===== config.mk =====
export PLATFORM = sky130hd
export DESIGN_NAME = iq_phase_unwrap_window_stats_top_flat
export DESIGN_NICKNAME = d
export VERILOG_FILES = /design/src/hdl/iqpu_pkg.sv /design/src/hdl/iqpu_if.sv /design/src/hdl/iqpu_window.sv /design/src/hdl/iq_phase_unwrap_window_stats_top.sv /design/src/flat_wrapper.sv
export SDC_FILE = /design/constraint.sdc
export NUM_CORES = 2
export LEC_CHECK = 0
export BUFFER_PORTS_ARGS = -buffer_cell sky130_fd_sc_hd__buf_2
export CAP_MARGIN = 25
export CORE_ASPECT_RATIO = 1.2
export CORE_UTILIZATION = 50
export DETAILED_ROUTE_END_ITERATION = 16
export PLACE_DENSITY = 0.65
export REMOVE_ABC_BUFFERS = 1
export SLEW_MARGIN = 20
export SYNTH_ARGS = -nofsm -noshare
export SYNTH_HDL_FRONTEND = slang
export SYNTH_SLANG_ARGS = --single-unit
export TNS_END_PERCENT = 100

===== constraint.sdc =====
create_clock -name clock -period 9.5 [get_ports clock]
set_clock_uncertainty 0.05 [all_clocks]
set_input_delay 0.475 -clock clock [delete_from_list [all_inputs] [get_ports clock]]
set_output_delay 0.475 -clock clock [all_outputs]
set_load 0.05 [all_outputs]

===== src/hdl/iqpu_pkg.sv =====
// Shared types, constants and helper functions of the I/Q phase unwrapper.
package iqpu_pkg;

   localparam int SAMPLE_BITS = 12;
   localparam int PT_W        = SAMPLE_BITS + 1;
   localparam int SUM_W       = 10;
   localparam int ABS_W       = 9;
   localparam int VALUE_W     = 14;
   localparam int IDX_W       = 4;
   localparam int TGT_W       = 13;
   localparam int WLEN_W      = 9;
   localparam int CSR_IDX_W   = 3;
   localparam int CSR_W       = 13;

   typedef logic [SAMPLE_BITS-1:0]      sample_type;
   typedef logic signed [PT_W-1:0]      point_type;
   typedef logic signed [SUM_W-1:0]     sum_type;
   typedef logic [ABS_W-1:0]            abs_type;
   typedef logic signed [VALUE_W-1:0]   value_type;
   typedef logic signed [1:0]           delta_type;

   localparam sum_type   SUM_HI      = {1'b0, {(SUM_W-1){1'b1}}};
   localparam sum_type   SUM_LO      = {1'b1, {(SUM_W-1){1'b0}}};
   localparam abs_type   ABS_HI      = {ABS_W{1'b1}};
   localparam point_type OFFSET_INIT = point_type'(1 << (SAMPLE_BITS - 1));

   localparam logic KIND_PHASE = 1'b0;
   localparam logic KIND_STAT  = 1'b1;

   typedef enum logic [CSR_IDX_W-1:0] {
      CFG_MEDIAN_I = 3'd0,
      CFG_MEDIAN_Q = 3'd1,
      CFG_NOISE    = 3'd2,
      CFG_STRONG   = 3'd3,
      CFG_TARGET   = 3'd4,
      CFG_WLEN     = 3'd5
   } cfg_idx_type;

   typedef enum logic [IDX_W-1:0] {
      ST_TOTAL      = 4'd0,
      ST_ABS_TOTAL  = 4'd1,
      ST_ABS_ZERO   = 4'd2,
      ST_ABS_STRONG = 4'd3,
      ST_HALF1      = 4'd4,
      ST_HALF2      = 4'd5,
      ST_ABS_ALL    = 4'd6,
      ST_ABS_H1     = 4'd7,
      ST_ABS_H2     = 4'd8,
      ST_RANGE_ALL  = 4'd9,
      ST_RANGE_H1   = 4'd10,
      ST_RANGE_H2   = 4'd11,
      ST_OFF_I      = 4'd12,
      ST_OFF_Q      = 4'd13,
      ST_COUNT      = 4'd14
   } stat_idx_type;

   typedef struct packed {
      delta_type d_main;
      delta_type d_zero;
      delta_type d_strong;
      point_type vi;
      point_type vq;
      logic      over;
   } win_upd_type;

   typedef struct packed {
      logic upd;
      logic clr;
   } win_ctl_type;

   // +1 on a negative-to-positive I crossing, -1 on positive-to-negative.
   function automatic delta_type cross_delta(point_type pi, point_type pq,
                                             point_type vi, point_type vq);
      logic signed [2*PT_W-1:0] p1;
      logic signed [2*PT_W-1:0] p2;
      logic signed [2*PT_W:0]   c;
      p1 = pq * vi;
      p2 = pi * vq;
      c  = {p1[2*PT_W-1], p1} - {p2[2*PT_W-1], p2};
      if (c < 0 && pi < 0 && vi > 0)
         return 2'sb01;
      else if (c > 0 && pi > 0 && vi < 0)
         return 2'sb11;
      return 2'sb00;
   endfunction

   function automatic sum_type sat_sum(sum_type a, delta_type d);
      if (a == SUM_HI && d > 0)
         return SUM_HI;
      if (a == SUM_LO && d < 0)
         return SUM_LO;
      return a + SUM_W'(d);
   endfunction

   function automatic abs_type sat_abs(abs_type a, logic inc);
      if (inc && a != ABS_HI)
         return a + ABS_W'(1);
      return a;
   endfunction

   function automatic logic [SUM_W-1:0] abs_sum(sum_type a);
      return (a < 0) ? SUM_W'(-a) : SUM_W'(a);
   endfunction

   function automatic logic [PT_W-1:0] abs_pt(point_type a);
      return (a < 0) ? PT_W'(-a) : PT_W'(a);
   endfunction

   function automatic logic [PT_W-1:0] pick_offset(point_type mx, point_type mn);
      logic signed [PT_W:0] up;
      logic signed [PT_W:0] dn;
      up = {mx[PT_W-1], mx} - {OFFSET_INIT[PT_W-1], OFFSET_INIT};
      dn = {OFFSET_INIT[PT_W-1], OFFSET_INIT} - {mn[PT_W-1], mn};
      return (up > dn) ? abs_pt(mx) : abs_pt(mn);
   endfunction

endpackage


===== src/hdl/iqpu_if.sv =====
// Valid/ready channel interfaces for sample words and result words.
interface iqpu_req_if import iqpu_pkg::*; ();
   logic       valid;
   logic       ready;
   sample_type sample_i;
   sample_type sample_q;
   logic       window_end;

   modport source (output valid, output sample_i, output sample_q, output window_end,
                   input ready);
   modport sink   (input valid, input sample_i, input sample_q, input window_end,
                   output ready);
endinterface

interface iqpu_rsp_if import iqpu_pkg::*; ();
   logic             valid;
   logic             ready;
   logic             kind;
   logic [IDX_W-1:0] stat_index;
   value_type        value;
   logic             last_result;

   modport source (output valid, output kind, output stat_index, output value,
                   output last_result, input ready);
   modport sink   (input valid, input kind, input stat_index, input value,
                   input last_result, output ready);
endinterface


===== src/hdl/iqpu_window.sv =====
// Window statistics: unwrap sums, displacements, ranges, offsets and count.
module iqpu_window import iqpu_pkg::*; #(
   parameter int MAX_WINDOW = 256
) (
   input  logic               clock,
   input  logic               reset,
   input  win_ctl_type        ctl,
   input  win_upd_type        upd,
   input  logic [WLEN_W-1:0]  window_length,
   input  stat_idx_type       stat_sel,
   output sum_type            phase,
   output value_type          stat_value
);

   localparam int SIDX_W = (MAX_WINDOW > 2) ? $clog2(MAX_WINDOW) : 1;
   localparam int CMP_W  = (SIDX_W > WLEN_W - 1) ? SIDX_W : WLEN_W - 1;
   localparam logic [SIDX_W-1:0] SIDX_LAST = SIDX_W'(MAX_WINDOW - 1);

   sum_type           main_ff, main_in;
   sum_type           zero_ff, zero_in;
   sum_type           strong_ff, strong_in;
   sum_type           half_ff [2];
   sum_type           half_in [2];
   abs_type           absd_ff [3];
   abs_type           absd_in [3];
   sum_type           mn_ff [3];
   sum_type           mn_in [3];
   sum_type           mx_ff [3];
   sum_type           mx_in [3];
   point_type         off_ff [4];
   point_type         off_in [4];
   abs_type           cnt_ff, cnt_in;
   logic [SIDX_W-1:0] sidx_ff, sidx_in;

   logic    first_half;
   logic    moved;
   sum_type s_new;

   assign phase      = sat_sum(main_ff, upd.d_main);
   assign s_new      = phase;
   assign moved      = (upd.d_main != 2'sb00);
   assign first_half = CMP_W'(sidx_ff) < CMP_W'(window_length[WLEN_W-1:1]);

   always_comb begin
      main_in   = main_ff;
      zero_in   = zero_ff;
      strong_in = strong_ff;
      half_in   = half_ff;
      absd_in   = absd_ff;
      mn_in     = mn_ff;
      mx_in     = mx_ff;
      off_in    = off_ff;
      cnt_in    = cnt_ff;
      sidx_in   = sidx_ff;
      if (ctl.clr) begin
         main_in   = '0;
         zero_in   = '0;
         strong_in = '0;
         half_in   = '{default: '0};
         absd_in   = '{default: '0};
         mn_in     = '{default: '0};
         mx_in     = '{default: '0};
         off_in    = '{default: OFFSET_INIT};
         cnt_in    = '0;
         sidx_in   = '0;
      end else if (ctl.upd) begin
         main_in   = s_new;
         zero_in   = sat_sum(zero_ff, upd.d_zero);
         strong_in = sat_sum(strong_ff, upd.d_strong);
         absd_in[0] = sat_abs(absd_ff[0], moved);
         mn_in[0]   = (s_new < mn_ff[0]) ? s_new : mn_ff[0];
         mx_in[0]   = (s_new > mx_ff[0]) ? s_new : mx_ff[0];
         if (first_half) begin
            half_in[0] = sat_sum(half_ff[0], upd.d_main);
            absd_in[1] = sat_abs(absd_ff[1], moved);
            mn_in[1]   = (s_new < mn_ff[1]) ? s_new : mn_ff[1];
            mx_in[1]   = (s_new > mx_ff[1]) ? s_new : mx_ff[1];
         end else begin
            half_in[1] = sat_sum(half_ff[1], upd.d_main);
            absd_in[2] = sat_abs(absd_ff[2], moved);
            mn_in[2]   = (s_new < mn_ff[2]) ? s_new : mn_ff[2];
            mx_in[2]   = (s_new > mx_ff[2]) ? s_new : mx_ff[2];
         end
         if (upd.vi > off_ff[0]) off_in[0] = upd.vi;
         if (upd.vi < off_ff[1]) off_in[1] = upd.vi;
         if (upd.vq > off_ff[2]) off_in[2] = upd.vq;
         if (upd.vq < off_ff[3]) off_in[3] = upd.vq;
         cnt_in = sat_abs(cnt_ff, upd.over);
         if (sidx_ff != SIDX_LAST)
            sidx_in = sidx_ff + SIDX_W'(1);
      end
   end

   always_ff @(posedge clock) begin
      if (reset) begin
         main_ff   <= '0;
         zero_ff   <= '0;
         strong_ff <= '0;
         half_ff   <= '{default: '0};
         absd_ff   <= '{default: '0};
         mn_ff     <= '{default: '0};
         mx_ff     <= '{default: '0};
         off_ff    <= '{default: OFFSET_INIT};
         cnt_ff    <= '0;
         sidx_ff   <= '0;
      end else begin
         main_ff   <= main_in;
         zero_ff   <= zero_in;
         strong_ff <= strong_in;
         half_ff   <= half_in;
         absd_ff   <= absd_in;
         mn_ff     <= mn_in;
         mx_ff     <= mx_in;
         off_ff    <= off_in;
         cnt_ff    <= cnt_in;
         sidx_ff   <= sidx_in;
      end
   end

   always_comb begin
      case (stat_sel)
         ST_TOTAL:      stat_value = value_type'(main_ff);
         ST_ABS_TOTAL:  stat_value = value_type'(abs_sum(main_ff));
         ST_ABS_ZERO:   stat_value = value_type'(abs_sum(zero_ff));
         ST_ABS_STRONG: stat_value = value_type'(abs_sum(strong_ff));
         ST_HALF1:      stat_value = value_type'(half_ff[0]);
         ST_HALF2:      stat_value = value_type'(half_ff[1]);
         ST_ABS_ALL:    stat_value = value_type'(absd_ff[0]);
         ST_ABS_H1:     stat_value = value_type'(absd_ff[1]);
         ST_ABS_H2:     stat_value = value_type'(absd_ff[2]);
         ST_RANGE_ALL:  stat_value = value_type'(mx_ff[0]) - value_type'(mn_ff[0]);
         ST_RANGE_H1:   stat_value = value_type'(mx_ff[1]) - value_type'(mn_ff[1]);
         ST_RANGE_H2:   stat_value = value_type'(mx_ff[2]) - value_type'(mn_ff[2]);
         ST_OFF_I:      stat_value = value_type'(pick_offset(off_ff[0], off_ff[1]));
         ST_OFF_Q:      stat_value = value_type'(pick_offset(off_ff[2], off_ff[3]));
         ST_COUNT:      stat_value = value_type'(cnt_ff);
         default:       stat_value = '0;
      endcase
   end

endmodule


===== src/hdl/iq_phase_unwrap_window_stats_top.sv =====
// I/Q cross-product phase unwrapper with per-window statistics, top level.
// Takes one sample word per clock while neither the result side nor a statistics
// burst holds the pipeline, and returns one phase word per sample through the input
// register, median subtract and gating, three cross-product trackers and the result
// register. A sample marked window_end is followed by fifteen statistic words, one
// per clock while the receiver is ready, read out of the window registers; the
// pipeline holds during that burst, after which the window sums are cleared. Tracker
// points carry over between windows. Signed sums saturate at -512 and +511, absolute
// sums and counts at 511 if no end mark arrives.
module iq_phase_unwrap_window_stats_top import iqpu_pkg::*; #(
   parameter int MAX_WINDOW = 256
) (
   input  logic                 clock,
   input  logic                 reset,
   iqpu_req_if.sink             req_bus,
   iqpu_rsp_if.source           rsp_bus,
   input  logic                 csr_we,
   input  logic [CSR_IDX_W-1:0] csr_index,
   input  logic [CSR_W-1:0]     csr_wdata
);

   // configuration
   sample_type         med_i_ff, med_q_ff, noise_ff, strong_ff;
   logic [TGT_W-1:0]   target_ff;
   logic [WLEN_W-1:0]  wlen_ff;

   always_ff @(posedge clock) begin
      if (reset) begin
         med_i_ff  <= sample_type'(OFFSET_INIT);
         med_q_ff  <= sample_type'(OFFSET_INIT);
         noise_ff  <= '0;
         strong_ff <= '0;
         target_ff <= '0;
         wlen_ff   <= WLEN_W'(250);
      end else if (csr_we) begin
         case (cfg_idx_type'(csr_index))
            CFG_MEDIAN_I: med_i_ff  <= csr_wdata[SAMPLE_BITS-1:0];
            CFG_MEDIAN_Q: med_q_ff  <= csr_wdata[SAMPLE_BITS-1:0];
            CFG_NOISE:    noise_ff  <= csr_wdata[SAMPLE_BITS-1:0];
            CFG_STRONG:   strong_ff <= csr_wdata[SAMPLE_BITS-1:0];
            CFG_TARGET:   target_ff <= csr_wdata[TGT_W-1:0];
            CFG_WLEN:     wlen_ff   <= csr_wdata[WLEN_W-1:0];
            default: ;
         endcase
      end
   end

   // pipeline handshake
   logic v0_ff, v1_ff, v2_ff;
   logic ready0, ready1, ready2;
   logic acc, adv1, adv2, consume2;
   logic load_en;
   logic burst_ff;
   stat_idx_type burst_idx_ff;
   logic burst_last;

   assign load_en    = !rsp_bus.valid || rsp_bus.ready;
   assign burst_last = (burst_idx_ff == ST_COUNT);
   assign consume2   = load_en && !burst_ff && v2_ff;
   assign ready2     = !v2_ff || consume2;
   assign adv2       = v1_ff && ready2;
   assign ready1     = !v1_ff || ready2;
   assign adv1       = v0_ff && ready1;
   assign ready0     = !v0_ff || ready1;
   assign acc        = req_bus.valid && ready0;
   assign req_bus.ready = ready0;

   always_ff @(posedge clock) begin
      if (reset) begin
         v0_ff <= 1'b0;
         v1_ff <= 1'b0;
         v2_ff <= 1'b0;
      end else begin
         if (acc)       v0_ff <= 1'b1;
         else if (adv1) v0_ff <= 1'b0;
         if (adv1)      v1_ff <= 1'b1;
         else if (adv2) v1_ff <= 1'b0;
         if (adv2)          v2_ff <= 1'b1;
         else if (consume2) v2_ff <= 1'b0;
      end
   end

   // stage 0: input register
   sample_type p0_i_ff, p0_q_ff;
   logic       p0_end_ff;

   always_ff @(posedge clock) begin
      if (acc) begin
         p0_i_ff   <= req_bus.sample_i;
         p0_q_ff   <= req_bus.sample_q;
         p0_end_ff <= req_bus.window_end;
      end
   end

   // stage 1: median removal, gates, tracker point hand-off
   point_type            vi, vq;
   logic [PT_W-1:0]      ai, aq;
   logic signed [PT_W:0] iq_sum;
   logic [PT_W-1:0]      iq_mag;
   logic                 gate_main, gate_strong, over;

   assign vi = point_type'({1'b0, p0_i_ff}) - point_type'({1'b0, med_i_ff});
   assign vq = point_type'({1'b0, p0_q_ff}) - point_type'({1'b0, med_q_ff});
   assign ai = abs_pt(vi);
   assign aq = abs_pt(vq);
   assign iq_sum = {vi[PT_W-1], vi} + {vq[PT_W-1], vq};
   assign iq_mag = (iq_sum < 0) ? PT_W'(-iq_sum) : PT_W'(iq_sum);
   assign over   = TGT_W'(iq_mag) > target_ff;
   assign gate_main   = (ai > PT_W'(noise_ff)) || (aq > PT_W'(noise_ff));
   assign gate_strong = (ai > PT_W'(strong_ff)) || (aq > PT_W'(strong_ff));

   point_type pm_i_ff, pm_q_ff, pz_i_ff, pz_q_ff, ps_i_ff, ps_q_ff;

   always_ff @(posedge clock) begin
      if (reset) begin
         pm_i_ff <= '0;
         pm_q_ff <= '0;
         pz_i_ff <= '0;
         pz_q_ff <= '0;
         ps_i_ff <= '0;
         ps_q_ff <= '0;
      end else if (adv1) begin
         if (gate_main) begin
            pm_i_ff <= vi;
            pm_q_ff <= vq;
         end
         pz_i_ff <= vi;
         pz_q_ff <= vq;
         if (gate_strong) begin
            ps_i_ff <= vi;
            ps_q_ff <= vq;
         end
      end
   end

   point_type p1_vi_ff, p1_vq_ff;
   point_type p1_mi_ff, p1_mq_ff, p1_zi_ff, p1_zq_ff, p1_si_ff, p1_sq_ff;
   logic      p1_gm_ff, p1_gs_ff, p1_over_ff, p1_end_ff;

   always_ff @(posedge clock) begin
      if (adv1) begin
         p1_vi_ff   <= vi;
         p1_vq_ff   <= vq;
         p1_mi_ff   <= pm_i_ff;
         p1_mq_ff   <= pm_q_ff;
         p1_zi_ff   <= pz_i_ff;
         p1_zq_ff   <= pz_q_ff;
         p1_si_ff   <= ps_i_ff;
         p1_sq_ff   <= ps_q_ff;
         p1_gm_ff   <= gate_main;
         p1_gs_ff   <= gate_strong;
         p1_over_ff <= over;
         p1_end_ff  <= p0_end_ff;
      end
   end

   // stage 2: cross products of the three trackers
   win_upd_type p2_upd_ff;
   logic        p2_end_ff;

   always_ff @(posedge clock) begin
      if (adv2) begin
         p2_upd_ff.d_main   <= p1_gm_ff ?
                               cross_delta(p1_mi_ff, p1_mq_ff, p1_vi_ff, p1_vq_ff) : 2'sb00;
         p2_upd_ff.d_zero   <= cross_delta(p1_zi_ff, p1_zq_ff, p1_vi_ff, p1_vq_ff);
         p2_upd_ff.d_strong <= p1_gs_ff ?
                               cross_delta(p1_si_ff, p1_sq_ff, p1_vi_ff, p1_vq_ff) : 2'sb00;
         p2_upd_ff.vi       <= p1_vi_ff;
         p2_upd_ff.vq       <= p1_vq_ff;
         p2_upd_ff.over     <= p1_over_ff;
         p2_end_ff          <= p1_end_ff;
      end
   end

   // window statistics
   win_ctl_type win_ctl;
   sum_type     phase;
   value_type   stat_value;

   assign win_ctl.upd = consume2;
   assign win_ctl.clr = load_en && burst_ff && burst_last;

   iqpu_window #(
      .MAX_WINDOW (MAX_WINDOW)
   ) u_window (
      .clock         (clock),
      .reset         (reset),
      .ctl           (win_ctl),
      .upd           (p2_upd_ff),
      .window_length (wlen_ff),
      .stat_sel      (burst_idx_ff),
      .phase         (phase),
      .stat_value    (stat_value)
   );

   // result register and statistics burst
   logic             out_valid_ff;
   logic             out_kind_ff;
   logic [IDX_W-1:0] out_idx_ff;
   value_type        out_value_ff;
   logic             out_last_ff;

   always_ff @(posedge clock) begin
      if (reset) begin
         out_valid_ff <= 1'b0;
         burst_ff     <= 1'b0;
         burst_idx_ff <= ST_TOTAL;
      end else if (load_en) begin
         if (burst_ff) begin
            out_valid_ff <= 1'b1;
            if (burst_last)
               burst_ff <= 1'b0;
            else
               burst_idx_ff <= stat_idx_type'(burst_idx_ff + IDX_W'(1));
         end else if (v2_ff) begin
            out_valid_ff <= 1'b1;
            if (p2_end_ff) begin
               burst_ff     <= 1'b1;
               burst_idx_ff <= ST_TOTAL;
            end
         end else begin
            out_valid_ff <= 1'b0;
         end
      end
   end

   always_ff @(posedge clock) begin
      if (load_en) begin
         if (burst_ff) begin
            out_kind_ff  <= KIND_STAT;
            out_idx_ff   <= burst_idx_ff;
            out_value_ff <= stat_value;
            out_last_ff  <= burst_last;
         end else begin
            out_kind_ff  <= KIND_PHASE;
            out_idx_ff   <= ST_TOTAL;
            out_value_ff <= value_type'(phase);
            out_last_ff  <= !p2_end_ff;
         end
      end
   end

   assign rsp_bus.valid       = out_valid_ff;
   assign rsp_bus.kind        = out_kind_ff;
   assign rsp_bus.stat_index  = out_idx_ff;
   assign rsp_bus.value       = out_value_ff;
   assign rsp_bus.last_result = out_last_ff;

endmodule


===== src/flat_wrapper.sv =====
// flat-port wrapper written by rule: the top's interface ports become plain ports
module iq_phase_unwrap_window_stats_top_flat import iqpu_pkg::*;
#(
   parameter int MAX_WINDOW = 256
)
  (clock, reset, csr_we, csr_index, csr_wdata, req_bus_valid, req_bus_sample_i, req_bus_sample_q, req_bus_window_end, req_bus_ready, rsp_bus_valid, rsp_bus_kind, rsp_bus_stat_index, rsp_bus_value, rsp_bus_last_result, rsp_bus_ready);
  iqpu_req_if req_bus_i ();
  iqpu_rsp_if rsp_bus_i ();
  input  logic clock;
  input  logic reset;
  input  logic csr_we;
  input  logic [CSR_IDX_W-1:0] csr_index;
  input  logic [CSR_W-1:0] csr_wdata;
  input wire logic [$bits(req_bus_i.valid)-1:0] req_bus_valid;
  input wire logic [$bits(req_bus_i.sample_i)-1:0] req_bus_sample_i;
  input wire logic [$bits(req_bus_i.sample_q)-1:0] req_bus_sample_q;
  input wire logic [$bits(req_bus_i.window_end)-1:0] req_bus_window_end;
  output wire logic [$bits(req_bus_i.ready)-1:0] req_bus_ready;
  output wire logic [$bits(rsp_bus_i.valid)-1:0] rsp_bus_valid;
  output wire logic [$bits(rsp_bus_i.kind)-1:0] rsp_bus_kind;
  output wire logic [$bits(rsp_bus_i.stat_index)-1:0] rsp_bus_stat_index;
  output wire logic [$bits(rsp_bus_i.value)-1:0] rsp_bus_value;
  output wire logic [$bits(rsp_bus_i.last_result)-1:0] rsp_bus_last_result;
  input wire logic [$bits(rsp_bus_i.ready)-1:0] rsp_bus_ready;
  assign req_bus_i.valid = req_bus_valid;
  assign req_bus_i.sample_i = req_bus_sample_i;
  assign req_bus_i.sample_q = req_bus_sample_q;
  assign req_bus_i.window_end = req_bus_window_end;
  assign req_bus_ready = req_bus_i.ready;
  assign rsp_bus_valid = rsp_bus_i.valid;
  assign rsp_bus_kind = rsp_bus_i.kind;
  assign rsp_bus_stat_index = rsp_bus_i.stat_index;
  assign rsp_bus_value = rsp_bus_i.value;
  assign rsp_bus_last_result = rsp_bus_i.last_result;
  assign rsp_bus_i.ready = rsp_bus_ready;
  iq_phase_unwrap_window_stats_top #(.MAX_WINDOW(MAX_WINDOW)) u_core (.clock(clock), .reset(reset), .req_bus(req_bus_i), .rsp_bus(rsp_bus_i), .csr_we(csr_we), .csr_index(csr_index), .csr_wdata(csr_wdata));
endmodule

After elaboration in Yosys (flattened, before gate mapping)
Cells that the tools add are included.
{"block": "word_totals", "elab_cells": 401, "input_bits": 46, "register_bits": 550, "out_inout_bits": 22}
{"block": "classes", "n_bitwise": 6, "reduce_logical": 85, "eq_ne": 35, "addsub": 34, "order_cmp": 48, "muxes": 120, "n_mul": 6}
{"op": "10-bit two-way mux", "count": 23}
{"op": "14-bit one-hot mux with 15 select lines", "count": 1}
{"op": "13-bit by 13-bit multiplier with 26-bit output", "count": 6}
{"op": "13-bit by 1-bit less-than comparator with 1-bit output, second input constant", "count": 10}
{"op": "13-bit two-way mux", "count": 9}
{"op": "10-bit == test, second input constant", "count": 10}
{"op": "13-bit negator", "count": 7}
{"op": "27-bit by 1-bit greater-than comparator with 1-bit output, second input constant", "count": 3}
{"op": "27-bit by 1-bit less-than comparator with 1-bit output, second input constant", "count": 3}
{"op": "26-bit by 26-bit subtractor with 27-bit output", "count": 3}
{"op": "1-bit two-way mux", "count": 75}
{"op": "13-bit by 1-bit greater-than comparator with 1-bit output, second input constant", "count": 4}
{"op": "13-bit by 12-bit greater-than comparator with 1-bit output", "count": 4}
{"op": "10-bit by 2-bit adder with 10-bit output", "count": 5}
{"op": "2-bit AND reduction", "count": 21}
{"op": "13-bit greater-than comparator", "count": 3}
{"op": "9-bit by 1-bit adder with 9-bit output, second input constant", "count": 4}
{"op": "9-bit two-way mux", "count": 4}
{"op": "9-bit inequality test, second input constant", "count": 4}
{"op": "1-bit logical AND", "count": 33}
{"op": "10-bit by 10-bit subtractor with 11-bit output", "count": 3}
{"op": "10-bit greater-than comparator", "count": 3}
{"op": "10-bit by 1-bit less-than comparator with 1-bit output, second input constant", "count": 3}
{"op": "10-bit less-than comparator", "count": 3}
{"op": "other kinds (35)", "count": 90}

Longest topological paths before layout
{"block": "depth", "word_depth": 12, "depth_mapped": 30, "ltp_nobuf": 29}

Modules after synthesis
A second synthesis with hierarchy kept.
{"block": "hier_totals", "hier_cells": 8391, "area_unflattened_um2": 76363.2}
{"mod": "iq_phase_unwrap_window_stats_top", "seq_area_each_um2": 8758.4, "cells_each": 6043, "area_each_um2": 58000.6, "n_inst": 1}
{"mod": "iqpu_window", "seq_area_each_um2": 4124.0, "cells_each": 2348, "area_each_um2": 18362.6, "n_inst": 1}

Worst setup path before layout
OpenSTA, ideal clock, no wires.
{"block": "synth_path", "kind": "register -> register", "from": "register u_core.p1_vi_ff[12]", "to": "register u_core.p2_upd_ff[27] in the netlist's numbering, data pin", "required_ps": 9194, "period_less_slack_ps": 7584, "setup_time_ps": 256, "t_arrival_ps": 7279, "path_buffers": 2, "slack_ps": 1916, "path_stages_with_launch": 29, "path_cell_list": "edfxtp_1 -> clkbuf_1 -> inv_1 -> clkbuf_1 -> nor2_1 -> fa_1 -> inv_1 -> fa_1 -> inv_1 -> fa_1 -> inv_1 -> fa_1 -> fa_1 -> inv_1 -> fa_1 -> inv_1 -> fa_1 -> inv_1 -> ha_1 -> a21o_1 -> a21oi_1 -> mux2i_1 -> a211o_1 -> nor4_1 -> nand4_1 -> or4_1 -> nor4_1 -> a311oi_1 -> a41o_1"}
{"block": "synth_via", "elab_chain_len": 9, "word_cells_on_any_way": 15, "cone_classes": "1 x add/sub; 1 x mul; 4 x order compare; 4 x mux; 5 x reduce/logical"}
{"item": "from (decl)", "line_no": "iq_phase_unwrap_window_stats_top.sv:136", "text": "point_type p1_vi_ff, p1_vq_ff;"}
{"item": "from (signal assigned)", "line_no": "iq_phase_unwrap_window_stats_top.sv:142", "text": "p1_vi_ff <= vi;"}
{"item": "13-bit by 13-bit multiplier with 26-bit output", "line_no": "iqpu_pkg.sv:77", "text": "p1 = pq * vi;"}
{"item": "26-bit by 26-bit subtractor with 27-bit output", "line_no": "iqpu_pkg.sv:79", "text": "c = {p1[2*PT_W-1], p1} - {p2[2*PT_W-1], p2};"}
{"item": "27-bit by 1-bit greater-than comparator with 1-bit output", "line_no": "iqpu_pkg.sv:82", "text": "else if (c > 0 && pi > 0 && vi < 0)"}
{"item": "1-bit logical AND (2 in a row)", "line_no": "iqpu_pkg.sv:82"}
{"item": "1-bit two-way mux", "line_no": "iqpu_pkg.sv:82"}
{"item": "1-bit two-way mux", "line_no": "iqpu_pkg.sv:80", "text": "if (c < 0 && pi < 0 && vi > 0)"}
{"item": "1-bit two-way mux", "line_no": "iq_phase_unwrap_window_stats_top.sv:162", "text": "if (adv2) begin"}
{"item": "2-bit AND reduction (no line)"}
{"item": "to (decl)", "line_no": "iq_phase_unwrap_window_stats_top.sv:158", "text": "win_upd_type p2_upd_ff;"}
Parallel ways exist; a longest one is shown, timed or not. The select of a mux whose other input is x is not followed.
A chain may end at the register's enable or synchronous reset.

Worst setup path after layout
{"block": "layout_path", "from": "register u_core.p1_vi_ff[0]", "to": "register u_core.p2_upd_ff[27] in the netlist's numbering, data pin"}
Same word-level chain as after synthesis.

==> metrics.cfg <==
[status]
status=finished, violations left
failed_checks=design-rule violations

[global_routing]
grt_start_max_net_pins=92
grt_pass1_wl_mm=333.9
grt_pass1_vias=60440
grt_use_total_pct=28.18
grt.overflow.total=0
antenna_found_initial=3

[setup_path]
critPathLaunchType=flip-flop
path_common_cell=fa_1
worstReg2RegStart=u_core.p1_vi_ff[0]$_DFFE_PP_
reg2regPathDepth=22
end_kind=flip-flop
cp_slowest_cell=edfxtp_1
cp_max_fo=17
r2r-end=u_core.p2_upd_ff[27]$_SDFFCE_PN0P_
worstPathArrival_ps=8620
path_class=reg2reg
ff2ff_setup_slack_ps=1240
cpPeakStageDelay_ps=930
crit_required_ps=9860
path_cells=nand2_1 -> fa_1 -> inv_1 -> fa_1 -> fa_1 -> ha_1 -> fa_1 -> inv_1 -> fa_1 -> fa_1 -> inv_1 -> ha_1 -> or3b_2 -> o2111ai_1 -> nor4b_1 -> o2111ai_1 -> nor4_1 -> nand4_1 -> or4_1 -> nor4_1 -> a311oi_1 -> a41o_1

[timing]
fmax_ghz=0.1211
timing.final.crit_share_pct=86.92
final_hold_viol_count=0
setup_viol=0
slew_violations=0
max-slew-margin-rel_pct=24.82
rsz0062_at_grt=no
tightest_slew_ps=1128
period_needed_ps=8258

[routing]
wl_met3_mm=10.65
drt_first_pass_iters=14
detail_route.wl_per_cell_um=20.50
met1_length_mm=82.86
drt.antenna.violating_nets=0
drt_iter0_drc=4075
vias=57340
viasPerCell=5.614
top_layer_used=met5
route.met2.wl_mm=105.8
drt_wl_total_mm=209.4
drc=1

[job]
maxCapViolCount=0

[die]
coreArea_um2=148900
start_util_pct=50.51
rows=155
die_y_um=426.9
die_w_um=356.1
ioPinCount=68
dieArea_um2=152000

[logic_synthesis]
ys_warn_count=0
ys_ff_latch=549
synth_cell_type_count=102
async_reset_ff_share_pct=0
synth_area_um2=75230
ys_seq_area_share_pct=17.10
synth.top_cell.area_share_pct=31.19
syn_inst=8260
ys.flop_type=dfxtp_1
synth_area_leaders=fa_1 (31%), ha_1 (12%), dfxtp_1 (9.6%), inv_1 (7.8%), edfxtp_1 (7.5%)
synth_edf_count=187
synth.avg_cell_area_um2=9.108
synth_top_cell_by_area=fa_1

[cts]
cts_root_buf=clkbuf_16
cts_buffers=69
worstSkewPairLatency_ps=680
clockBufferDepth=3
cts_tree=done
clk_pin_slew_worst_paths_ps=60
ctsResizeCount=0
clock_sinks=549
htreeDepth=3

[finish]
instances_no_fill=10210
areaGrowthSynthToFinish_pct=6.747
final_layout_size_suffix_gt1_share_pct=4.303
fin_nets=10110
final_area_um2=80310
insertedDiodeCount=0

[worst_hold_path]
hold_depth=3
holdCritPathClass=in2reg
min_from=csr_wdata[12]
hold_end=u_core.target_ff[12]$_SDFFE_PP0P_

[placement]
portBuffers=67
placed_area_um2=77690
dp.cells=10060
place_hpwl_mm=169.4
gp_congestion=0.9681

-- metal layers --
| layer | up-vias | global-route usage (%) |
|---|---|---|
| met5 | - | 0 |
| li1 | 26270 | - |
| met4 | 2 | 11.89 |
| met2 | 1655 | 49.92 |
| met3 | 506 | 3.437 |
| met1 | 28910 | 34.47 |
-- cells by family (layout without fill, tap and decap cells) --
family,after synthesis,after routing,share of synthesized area [%]
and+or+nand+nor,2342,2342,15.28
buffers and inverters,1923,1914,9.638
adders and majority gates,1872,1872,42.83
AOI/OAI and AO/OA,1180,1180,10.43
DFF,549,549,17.10
xor gates and xnor gates,313,313,3.644
muxes,81,81,1.081
-- cell usage after synthesis, types with 39 or more instances --
cell type	count
inv_1	1572
o21a_1	68
edfxtp_1	187
mux2i_1	79
nand2b_1	60
xor2_1	87
nand2_1	891
and2_1	529
nor2_1	351
clkbuf_1	322
ha_1	700
o21bai_1	39
nor3_1	85
nor4_1	40
nor2b_1	84
xnor2_1	226
a21o_1	98
nand4_1	83
a21oi_1	323
o21ai_0	186
a2bb2oi_1	40
dfxtp_1	362
nand3_1	100
fa_1	1172
a211oi_1	118
-- critical path: cells and delay by family (launching register included) --
family | cells | cell delay [ps]
buf+inv | 3 | 230
fa+ha+maj | 8 | 4130
simple gates | 7 | 1960
flops | 1 | 930
compound gates | 4 | 680
-- placed cells by master, fill, tap and decap left out, types with 27 or more instances in the layout --
cell type	instances
inv_1	1571
fa_1	1172
nand2_1	891
ha_1	700
and2_1	528
dfxtp_1	362
nor2_1	351
a21oi_1	320
xnor2_1	225
edfxtp_1	187
o21ai_0	186
a211oi_1	118
buf_4	115
nand3_1	100
a21o_1	98
xor2_1	87
nor3_1	85
nor2b_1	84
nand4_1	83
mux2i_1	79
clkbuf_16	72
o21a_1	68
buf_2	66
nand2b_1	60
a2bb2oi_1	40
o21bai_1	39
nor4_1	39
or3_1	30
o211ai_1	27
-- flip-flops by register name (all words and copies together) (netlist names), 14 cells and up --
name	cells
u_core.u_window.absd_ff	27
u_core.u_window.mn_ff	30
u_core.p2_upd_ff	33
u_core.u_window.off_ff	52
u_core.u_window.mx_ff	30
u_core.rsp_bus.value	14
u_core.u_window.half_ff	20
-- area by class of cell --
class	count	area (um^2)
fill	13630	68630
sequential	549	12860
clock inverter	30	326.6
clock buffer	96	1972
multi-input combinational	5788	55230
inverter	1577	5924
tap	1962	2455
timing repair buffer	211	1536
-- repair_timing --
action                    in CTS  in global routing
setup buffers                  0                  0
hold endpoints to repair      25                  0
hold buffers                  25                  0
-- per-stage QoR --
step	hold WS, ps	utilization [%]	worst slack (ps)	TNS (ps)
2_1_floorplan	350.3	-	-1892	-191040
3_3_place_gp	361.7	52.12	1185	0
3_5_place_dp	362.2	52.16	1130	0
4_1_cts	16.14	53.87	1097	0
5_1_grt	55.59	53.92	731.2	0
6_report	51.73	53.92	1242	0
-- worst max path at each step --
stage | startpoint | endpoint | slack, ps | depth (start not counted)
floorplan | u_core.burst_ff$_SDFFE_PP0N_ | u_core.u_window.half_ff[19]$_SDFFE_PP0P_ | -1890 | 4
global placement | u_core.p1_vi_ff[7]$_DFFE_PP_ | u_core.p2_upd_ff[27]$_SDFFCE_PN0P_ | 1180 | 25
detailed placement | u_core.p1_vi_ff[7]$_DFFE_PP_ | u_core.p2_upd_ff[27]$_SDFFCE_PN0P_ | 1130 | 25
CTS | u_core.p1_vi_ff[7]$_DFFE_PP_ | u_core.p2_upd_ff[27]$_SDFFCE_PN0P_ | 1100 | 25
global route | u_core.p1_vi_ff[0]$_DFFE_PP_ | u_core.p2_upd_ff[27]$_SDFFCE_PN0P_ | 730 | 24
finish | u_core.p1_vi_ff[0]$_DFFE_PP_ | u_core.p2_upd_ff[27]$_SDFFCE_PN0P_ | 1240 | 22
Power is left out: the tool's default activity adds up to more than one toggle a clock period on the data nets, which glitch-free logic cannot reach.
